$ cat src/assert_macros.svh
// Assertion helpers for the RTL; they compile to nothing for synthesis.
`ifndef ASSERT_MACROS_SVH
`define ASSERT_MACROS_SVH
`ifndef SYNTHESIS
`define ASSERT_ALWAYS(lbl, clk, rst_n, prop) \
	lbl: assert property (@(posedge clk) disable iff (!rst_n) (prop)) \
		else $error("assertion failed: %m");
`define ASSERT_NEVER(lbl, clk, rst_n, cond) \
	lbl: assert property (@(posedge clk) disable iff (!rst_n) !(cond)) \
		else $error("assertion failed: %m");
`else
`define ASSERT_ALWAYS(lbl, clk, rst_n, prop)
`define ASSERT_NEVER(lbl, clk, rst_n, cond)
`endif
`endif

$ cat src/tzr_pkg.sv
package tzr_pkg;

	localparam int CELLS      = 1760;
	localparam int ADDR_W     = 11;
	localparam int RING_STEPS = 324;
	localparam int TUBE_STEPS = 90;
	localparam int I_W        = 9;
	localparam int J_W        = 7;
	localparam int NORM_CONST = 3145728;
	localparam int DIV_STEPS  = 9;

	localparam logic signed [31:0] VIEW_DIST = 32'sd5242880;
	localparam logic [6:0] SPACE_CHAR = 7'd32;
	localparam logic signed [7:0] FAR_DEPTH = 8'sd127;

	localparam int IN_DATA_W  = 16;
	localparam int OUT_DATA_W = 8;

	// Datapath operations
	localparam logic [3:0] DP_NOP     = 4'd0;
	localparam logic [3:0] DP_START   = 4'd1;
	localparam logic [3:0] DP_CLR     = 4'd2;
	localparam logic [3:0] DP_JPRE    = 4'd3;
	localparam logic [3:0] DP_P1      = 4'd4;
	localparam logic [3:0] DP_P2      = 4'd5;
	localparam logic [3:0] DP_P3      = 4'd6;
	localparam logic [3:0] DP_P4      = 4'd7;
	localparam logic [3:0] DP_ADDR    = 4'd8;
	localparam logic [3:0] DP_WR      = 4'd9;
	localparam logic [3:0] DP_RD      = 4'd10;
	localparam logic [3:0] DP_OUT_RD  = 4'd11;
	localparam logic [3:0] DP_OUT_FRM = 4'd12;

	// Rotation unit phases and targets
	localparam logic [1:0] ADV_NONE  = 2'd0;
	localparam logic [1:0] ADV_ROT   = 2'd1;
	localparam logic [1:0] ADV_NORM  = 2'd2;
	localparam logic [1:0] ADV_SCALE = 2'd3;

	localparam logic [1:0] ADV_I = 2'd0;
	localparam logic [1:0] ADV_J = 2'd1;
	localparam logic [1:0] ADV_A = 2'd2;
	localparam logic [1:0] ADV_B = 2'd3;

	typedef struct packed {
		logic [3:0] op;
		logic       div_step;
		logic [1:0] adv_ph;
		logic [1:0] adv_sel;
	} dp_cmd_t;

	typedef struct packed {
		logic clr_last;
		logic div_done;
		logic i_last;
		logic j_last;
		logic out_free;
	} dp_sts_t;

	function automatic logic [6:0] shade_char(input logic [3:0] n);
		logic [6:0] c;
		case (n)
			4'd0:  c = 7'd46;
			4'd1:  c = 7'd44;
			4'd2:  c = 7'd45;
			4'd3:  c = 7'd126;
			4'd4:  c = 7'd58;
			4'd5:  c = 7'd59;
			4'd6:  c = 7'd61;
			4'd7:  c = 7'd33;
			4'd8:  c = 7'd42;
			4'd9:  c = 7'd35;
			4'd10: c = 7'd36;
			default: c = 7'd64;
		endcase
		return c;
	endfunction

endpackage

$ cat src/tzr_ctrl.sv
module tzr_ctrl (
	input  logic             clk,
	input  logic             arst_n,
	input  logic             in_valid,
	input  logic             in_op,
	output logic             in_ready,
	input  tzr_pkg::dp_sts_t sts,
	output tzr_pkg::dp_cmd_t cmd
);
	import tzr_pkg::*;

	localparam logic [4:0] S_CLR   = 5'd0;
	localparam logic [4:0] S_IDLE  = 5'd1;
	localparam logic [4:0] S_RDOUT = 5'd2;
	localparam logic [4:0] S_JPRE  = 5'd3;
	localparam logic [4:0] S_P1    = 5'd4;
	localparam logic [4:0] S_P2    = 5'd5;
	localparam logic [4:0] S_P3    = 5'd6;
	localparam logic [4:0] S_P4    = 5'd7;
	localparam logic [4:0] S_A1    = 5'd8;
	localparam logic [4:0] S_A2    = 5'd9;
	localparam logic [4:0] S_A3    = 5'd10;
	localparam logic [4:0] S_DIVW  = 5'd11;
	localparam logic [4:0] S_WR    = 5'd12;
	localparam logic [4:0] S_JA1   = 5'd13;
	localparam logic [4:0] S_JA2   = 5'd14;
	localparam logic [4:0] S_JA3   = 5'd15;
	localparam logic [4:0] S_FA1   = 5'd16;
	localparam logic [4:0] S_FA2   = 5'd17;
	localparam logic [4:0] S_FA3   = 5'd18;
	localparam logic [4:0] S_FB1   = 5'd19;
	localparam logic [4:0] S_FB2   = 5'd20;
	localparam logic [4:0] S_FB3   = 5'd21;
	localparam logic [4:0] S_FDONE = 5'd22;

	logic [4:0] state_q, state_d;
	logic render_q, render_d;

	always_comb begin
		state_d  = state_q;
		render_d = render_q;
		in_ready = 1'b0;
		cmd      = '{op: DP_NOP, div_step: 1'b0, adv_ph: ADV_NONE, adv_sel: ADV_I};
		case (state_q)
			S_CLR: begin
				cmd.op = DP_CLR;
				if (sts.clr_last) begin
					state_d = render_q ? S_JPRE : S_IDLE;
				end
			end
			S_IDLE: begin
				in_ready = 1'b1;
				if (in_valid) begin
					if (in_op) begin
						cmd.op = DP_RD;
						state_d = S_RDOUT;
					end else begin
						cmd.op = DP_START;
						render_d = 1'b1;
						state_d = S_CLR;
					end
				end
			end
			S_RDOUT: begin
				if (sts.out_free) begin
					cmd.op = DP_OUT_RD;
					state_d = S_IDLE;
				end
			end
			S_JPRE: begin
				cmd.op = DP_JPRE;
				state_d = S_P1;
			end
			S_P1: begin
				cmd.op = DP_P1;
				state_d = S_P2;
			end
			S_P2: begin
				cmd.op = DP_P2;
				state_d = S_P3;
			end
			S_P3: begin
				cmd.op = DP_P3;
				state_d = S_P4;
			end
			S_P4: begin
				cmd.op = DP_P4;
				state_d = S_A1;
			end
			// The ring rotation overlaps the first division steps.
			S_A1: begin
				cmd.div_step = 1'b1;
				cmd.adv_ph = ADV_ROT;
				state_d = S_A2;
			end
			S_A2: begin
				cmd.div_step = 1'b1;
				cmd.adv_ph = ADV_NORM;
				state_d = S_A3;
			end
			S_A3: begin
				cmd.div_step = 1'b1;
				cmd.adv_ph = ADV_SCALE;
				state_d = S_DIVW;
			end
			S_DIVW: begin
				if (sts.div_done) begin
					cmd.op = DP_ADDR;
					state_d = S_WR;
				end else begin
					cmd.div_step = 1'b1;
				end
			end
			S_WR: begin
				cmd.op = DP_WR;
				state_d = sts.i_last ? S_JA1 : S_P1;
			end
			S_JA1: begin
				cmd.adv_ph = ADV_ROT;
				cmd.adv_sel = ADV_J;
				state_d = S_JA2;
			end
			S_JA2: begin
				cmd.adv_ph = ADV_NORM;
				cmd.adv_sel = ADV_J;
				state_d = S_JA3;
			end
			S_JA3: begin
				cmd.adv_ph = ADV_SCALE;
				cmd.adv_sel = ADV_J;
				state_d = sts.j_last ? S_FA1 : S_JPRE;
			end
			S_FA1: begin
				cmd.adv_ph = ADV_ROT;
				cmd.adv_sel = ADV_A;
				state_d = S_FA2;
			end
			S_FA2: begin
				cmd.adv_ph = ADV_NORM;
				cmd.adv_sel = ADV_A;
				state_d = S_FA3;
			end
			S_FA3: begin
				cmd.adv_ph = ADV_SCALE;
				cmd.adv_sel = ADV_A;
				state_d = S_FB1;
			end
			S_FB1: begin
				cmd.adv_ph = ADV_ROT;
				cmd.adv_sel = ADV_B;
				state_d = S_FB2;
			end
			S_FB2: begin
				cmd.adv_ph = ADV_NORM;
				cmd.adv_sel = ADV_B;
				state_d = S_FB3;
			end
			S_FB3: begin
				cmd.adv_ph = ADV_SCALE;
				cmd.adv_sel = ADV_B;
				state_d = S_FDONE;
			end
			S_FDONE: begin
				if (sts.out_free) begin
					cmd.op = DP_OUT_FRM;
					render_d = 1'b0;
					state_d = S_IDLE;
				end
			end
			default: begin
				state_d = S_IDLE;
			end
		endcase
	end

	always_ff @(posedge clk or negedge arst_n) begin
		if (!arst_n) begin
			state_q  <= S_CLR;
			render_q <= 1'b0;
		end else begin
			state_q  <= state_d;
			render_q <= render_d;
		end
	end

endmodule

$ cat config.mk
export PLATFORM = sky130hd
export DESIGN_NAME = tzr_ctrl
export DESIGN_NICKNAME = d
export VERILOG_FILES = /design/src/assert_macros.svh /design/src/tzr_pkg.sv /design/src/tzr_ctrl.sv
export SDC_FILE = /design/constraint.sdc
export NUM_CORES = 1
export LEC_CHECK = 0
export BUFFER_PORTS_ARGS = -buffer_cell sky130_fd_sc_hd__buf_2
export CORE_AREA = 2 2 42 44
export CTS_CLUSTER_DIAMETER = 100
export DETAILED_ROUTE_END_ITERATION = 10
export DIE_AREA = 0 0 44 46
export PLACE_DENSITY = 0.75
export SLEW_MARGIN = 20
export SYNTH_ARGS = -nofsm -noshare
export SYNTH_HDL_FRONTEND = slang
export SYNTH_SLANG_ARGS = --single-unit
$ cat constraint.sdc
create_clock -name clk -period 2.27 [get_ports clk]
set_clock_uncertainty 0.15 [all_clocks]
set_input_delay 0.454 -clock clk [delete_from_list [all_inputs] [get_ports clk]]
set_output_delay 0.454 -clock clk [all_outputs]
set_load 0.005 [all_outputs]
Yosys cells after proc, flatten, opt, wreduce, memory -nomap -nowiden
Index checks and enable logic that the tools add are counted.
{"block": "totals", "reg_bits": 6, "latch_bits": 0, "ramBits": 0, "mem_bits_ro": 0, "output_inout_bits": 10, "mem_count": 0}
{"block": "classes", "n_addsub": 0, "multipliers": 0, "n_div": 0, "order_cmp": 0, "n_eq_ne": 28, "shifts": 0, "mux": 24, "bitwise_logic": 0, "reduce_logical": 12}
{"cell": "5-bit one-hot mux with 22 select lines", "n": 1}
{"cell": "4-bit one-hot mux with 11 select lines", "n": 1}
{"cell": "5-bit by 4-bit == test with 1-bit output (second input constant)", "n": 8}
{"cell": "5-bit == test (second input constant)", "n": 7}
{"cell": "5-bit 2-to-1 mux", "n": 5}
{"cell": "4-bit 2-to-1 mux", "n": 6}
{"cell": "5-bit by 3-bit == test with 1-bit output (second input constant)", "n": 4}
{"cell": "2-bit one-hot mux with 3 select lines", "n": 2}
{"cell": "3-bit OR reduction", "n": 4}
{"cell": "4-bit OR reduction", "n": 3}
{"cell": "5-bit by 2-bit == test with 1-bit output (second input constant)", "n": 2}
{"cell": "2-bit inequality test (second input constant)", "n": 5}
{"cell": "4-bit AND reduction", "n": 2}
{"cell": "5-bit by 1-bit == test with 1-bit output (second input constant)", "n": 1}
{"cell": "5-bit logical NOT", "n": 1}
{"cell": "1-bit 2-to-1 mux", "n": 5}
{"cell": "2-bit 2-to-1 mux", "n": 2}
{"cell": "1-bit one-hot mux with 2 select lines", "n": 2}
{"cell": "2-bit by 1-bit inequality test with 1-bit output (second input constant)", "n": 1}
{"cell": "2-bit nonzero test", "n": 1}
{"cell": "2-bit OR reduction", "n": 1}

Depth between registers and ports, before layout
{"block": "logic_depth", "word_depth": 4, "ltp_mapped": 6}

Least setup slack after synthesis
OpenSTA, ideal clock, no wires.
{"block": "synth_path", "path_kind": "register to output", "start": "register state_q[1]", "end": "output port cmd[5] (netlist name)", "arrival_ns": 1.291, "t_required_ns": 1.666, "setup_slack_ns": 0.375, "path_stages_with_launch": 7, "n_path_buf": 2, "path_cell_list": "dfrtp_1 buf_6 clkbuf_1 nor4_1 and2_1 nand2_1 o22ai_1"}
{"item": "start, declared", "line": "tzr_ctrl.sv:36", "rtl": "logic [4:0] state_q, state_d;"}
{"item": "start signal, assigned", "line": "tzr_ctrl.sv:181", "rtl": "state_q <= state_d;"}
{"item": "end, declared", "line": "tzr_ctrl.sv:8", "rtl": "output tzr_pkg::dp_cmd_t cmd"}

==> run summary <==
Status: completed
Post-synth EDFFs: 0
FF+latch area: 153.9 um^2
Row cnt: 15
Clock root buffer: clkbuf_4
DRT iter0 DRCs: 30
Min-delay src: in_op
PwrDens: 1608 mW/mm^2
Design Area, Final: 939.7 um^2
Drt drc: 0
GR Overflow Total: 0
Vias in the first global route: 780
Critical register-to-register path startpoint: state_q[3]$_DFFE_PN0P_
MaxCap Viol Count: 0
Worst-Skew Late Latency: 250 ps
Min cycle time layout: 2200 ps
Pre-CTS setup slack: 233.7 ps
Final GP Congestion: 0.9229
Number of H-tree branching levels: 1
Max clock buf depth: 2
Setup Viol. Count Final: 0
DR pass1 iterations: 4
Worst r2r path cells: 5
Initial Util: 46.51%
Core box area: 0.001614 mm^2
Critical Path End Type: primary output
Final Util: 58.22%
Tot Pwr: 1.511 mW
Post-synthesis sequential area ratio: 20.00%
CTS tree: built
Cells after Synth: 100
Hold Crit Depth: 2
Flop-to-flop setup slack: 300 ps
Crit path kind: flop to primary output
Maximum vdd drop: 872.6 uV
Post-Syn Nets: 109
#FFs+latches synth: 6
Share of layout cells above drive strength 1: 34.17%
Top Ports: 19
FMAX: 0.4545 GHz
Asr flop ratio synth: 100.0%
Least-Margin Pin Slew: 264.3 ps
Cell Area, Synth: 750.7 um^2
Area grow syn2layout: 25.17%
Die width: 44 um
DIE AREA: 0.002024 mm^2
Avg WL per Cell: 16.13 um
N_diodes: 0
WHS: 293.2 ps
Filler Cell Count: 144
Yosys warnings: 0
CP Launch Type: flop
Area of the multi-input gates: 566.8 um^2
Synthesized area per cell: 7.507 um^2
CTS sink cnt: 6
Total global-route track usage: 24.61%
Setup ws final: 69.91 ps
Hold WC Path Type: input port to flop
Post-Layout Cell Count: 137
Ys flop type: dfrtp_1
WP data required: 1670 ps
Period utilization: 96.92%
Post-route ant nets: 0
HPWL after detailed placement: 1.583 mm
Clock Pin Slew Worst Setup and Hold Paths: 50 ps
First-pass GRT wire length: 3.608 mm
Final setup TNS: 0 ps
Worst relative slew slack: 82.23%
Max-slew violations: 0
Largest net degree at the start of global routing: 17
Sink of the worst hold path: render_q$_DFFE_PN0P_
Die H: 46 um
Reg-to-Reg End: state_q[1]$_DFFE_PN0P_
Synth unique cells: 41
TritonCTS Buffers: 3
WP data arrival: 1600 ps
Initial antenna violation count: 0
Via Count: 868
Post-Place Cell Area: 855.8 um^2
Post-Route WL: 2.210 mm
Vias per cell: 6.336
Crit path max fanout: 11
Leakage dissipation: 0.4254 nW
Final Hold Fails: 0
Placed cell count: 131
Net count, final: 131
Most frequent cells in the layout: 18 x buf_2, 8 x nand2_1, 8 x a21oi_1, 8 x buf_4, 7 x nand2b_1
Commonest non-fill, non-tap cell in the layout: buf_2
IO buf count: 18
## cell families after synthesis
kind of cell | Yosys count | share of synthesized area, %
AND/OR/NAND/NOR | 35 | 27.50
multiplexers | 2 | 2.667
XOR/XNOR | 5 | 5.834
buffers and inverters | 14 | 8.832
flip-flops | 6 | 20.00
AO/OA/AOI/OAI | 38 | 35.17
## cell type report
cell class,instances,area share (%)
sequential,6,16.38
tap,17,2.264
timing repair buffer,27,17.04
multi-input combinational,80,60.32
clock buffer,3,2.397
inverter,4,1.598
## state kept, by name (all words and copies together), names as in the netlist
name and count:
state_q 5, render_q 1
## worst max-delay path, stage by stage, from the launching register on
cell and delay [ps]:
dfrtp_2 490, nor2b_2 220, and3_1 210, a31oi_2 180, o211ai_1 110, buf_2 140
## power breakdown
part | switching, mW | total [mW] | internal (mW)
sequential | 0.138 | 0.305 | 0.167
clock | 0.0445 | 0.105 | 0.0602
combinational | 0.565 | 1.10 | 0.536
total | 0.748 | 1.51 | 0.763
## Yosys cell counts (3+ instances only)
master | instances | area, um^2
buf_2 | 5 | 25.02
a211oi_1 | 4 | 30.03
xor2_1 | 3 | 26.28
inv_1 | 4 | 15.01
a31oi_1 | 3 | 18.77
clkbuf_1 | 4 | 15.01
dfrtp_1 | 6 | 150.1
nand2_1 | 8 | 30.03
and2_1 | 3 | 18.77
a21oi_1 | 8 | 40.04
nor2_1 | 4 | 15.01
nand2b_1 | 8 | 50.05
## per-layer routing
| metal | track usage (%) | share of wire (%) | vias up |
|---|---|---|---|
| met3 | 6.349 | 11 | 7 |
| met4 | 9.697 | 1.9 | 0 |
| met5 | 0 | 0 | - |
| met1 | 31.98 | 39 | 387 |
| met2 | 38.82 | 48 | 62 |
| li1 | - | - | 412 |
## how the worst max path moves through the flow
| stage | from | end | slack [ps] | depth (start not counted) |
|---|---|---|---|---|
| 2_1_floorplan | state_q[1]$_DFFE_PN0P_ | cmd[5] | 380 | 6 |
| 3_3_place_gp | state_q[3]$_DFFE_PN0P_ | cmd[8] | 290 | 5 |
| 3_5_place_dp | state_q[3]$_DFFE_PN0P_ | cmd[8] | 230 | 5 |
| 4_1_cts | state_q[3]$_DFFE_PN0P_ | cmd[8] | 8 | 5 |
| 5_1_grt | state_q[1]$_DFFE_PN0P_ | cmd[8] | -5 | 5 |
| 6_report | state_q[1]$_DFFE_PN0P_ | cmd[8] | 70 | 5 |
## what timing repair did
action / CTS / global route
setup buffers: 0 / 2
cloned: 0 / 0
pin swaps: 0 / 0
gates resized for setup: 3 / 8
hold buffers: 1 / 0
setup endpoints to repair: 3 / 5
endpoints found under the hold margin: 6 / 0
(Power assumes the default switching activity.)
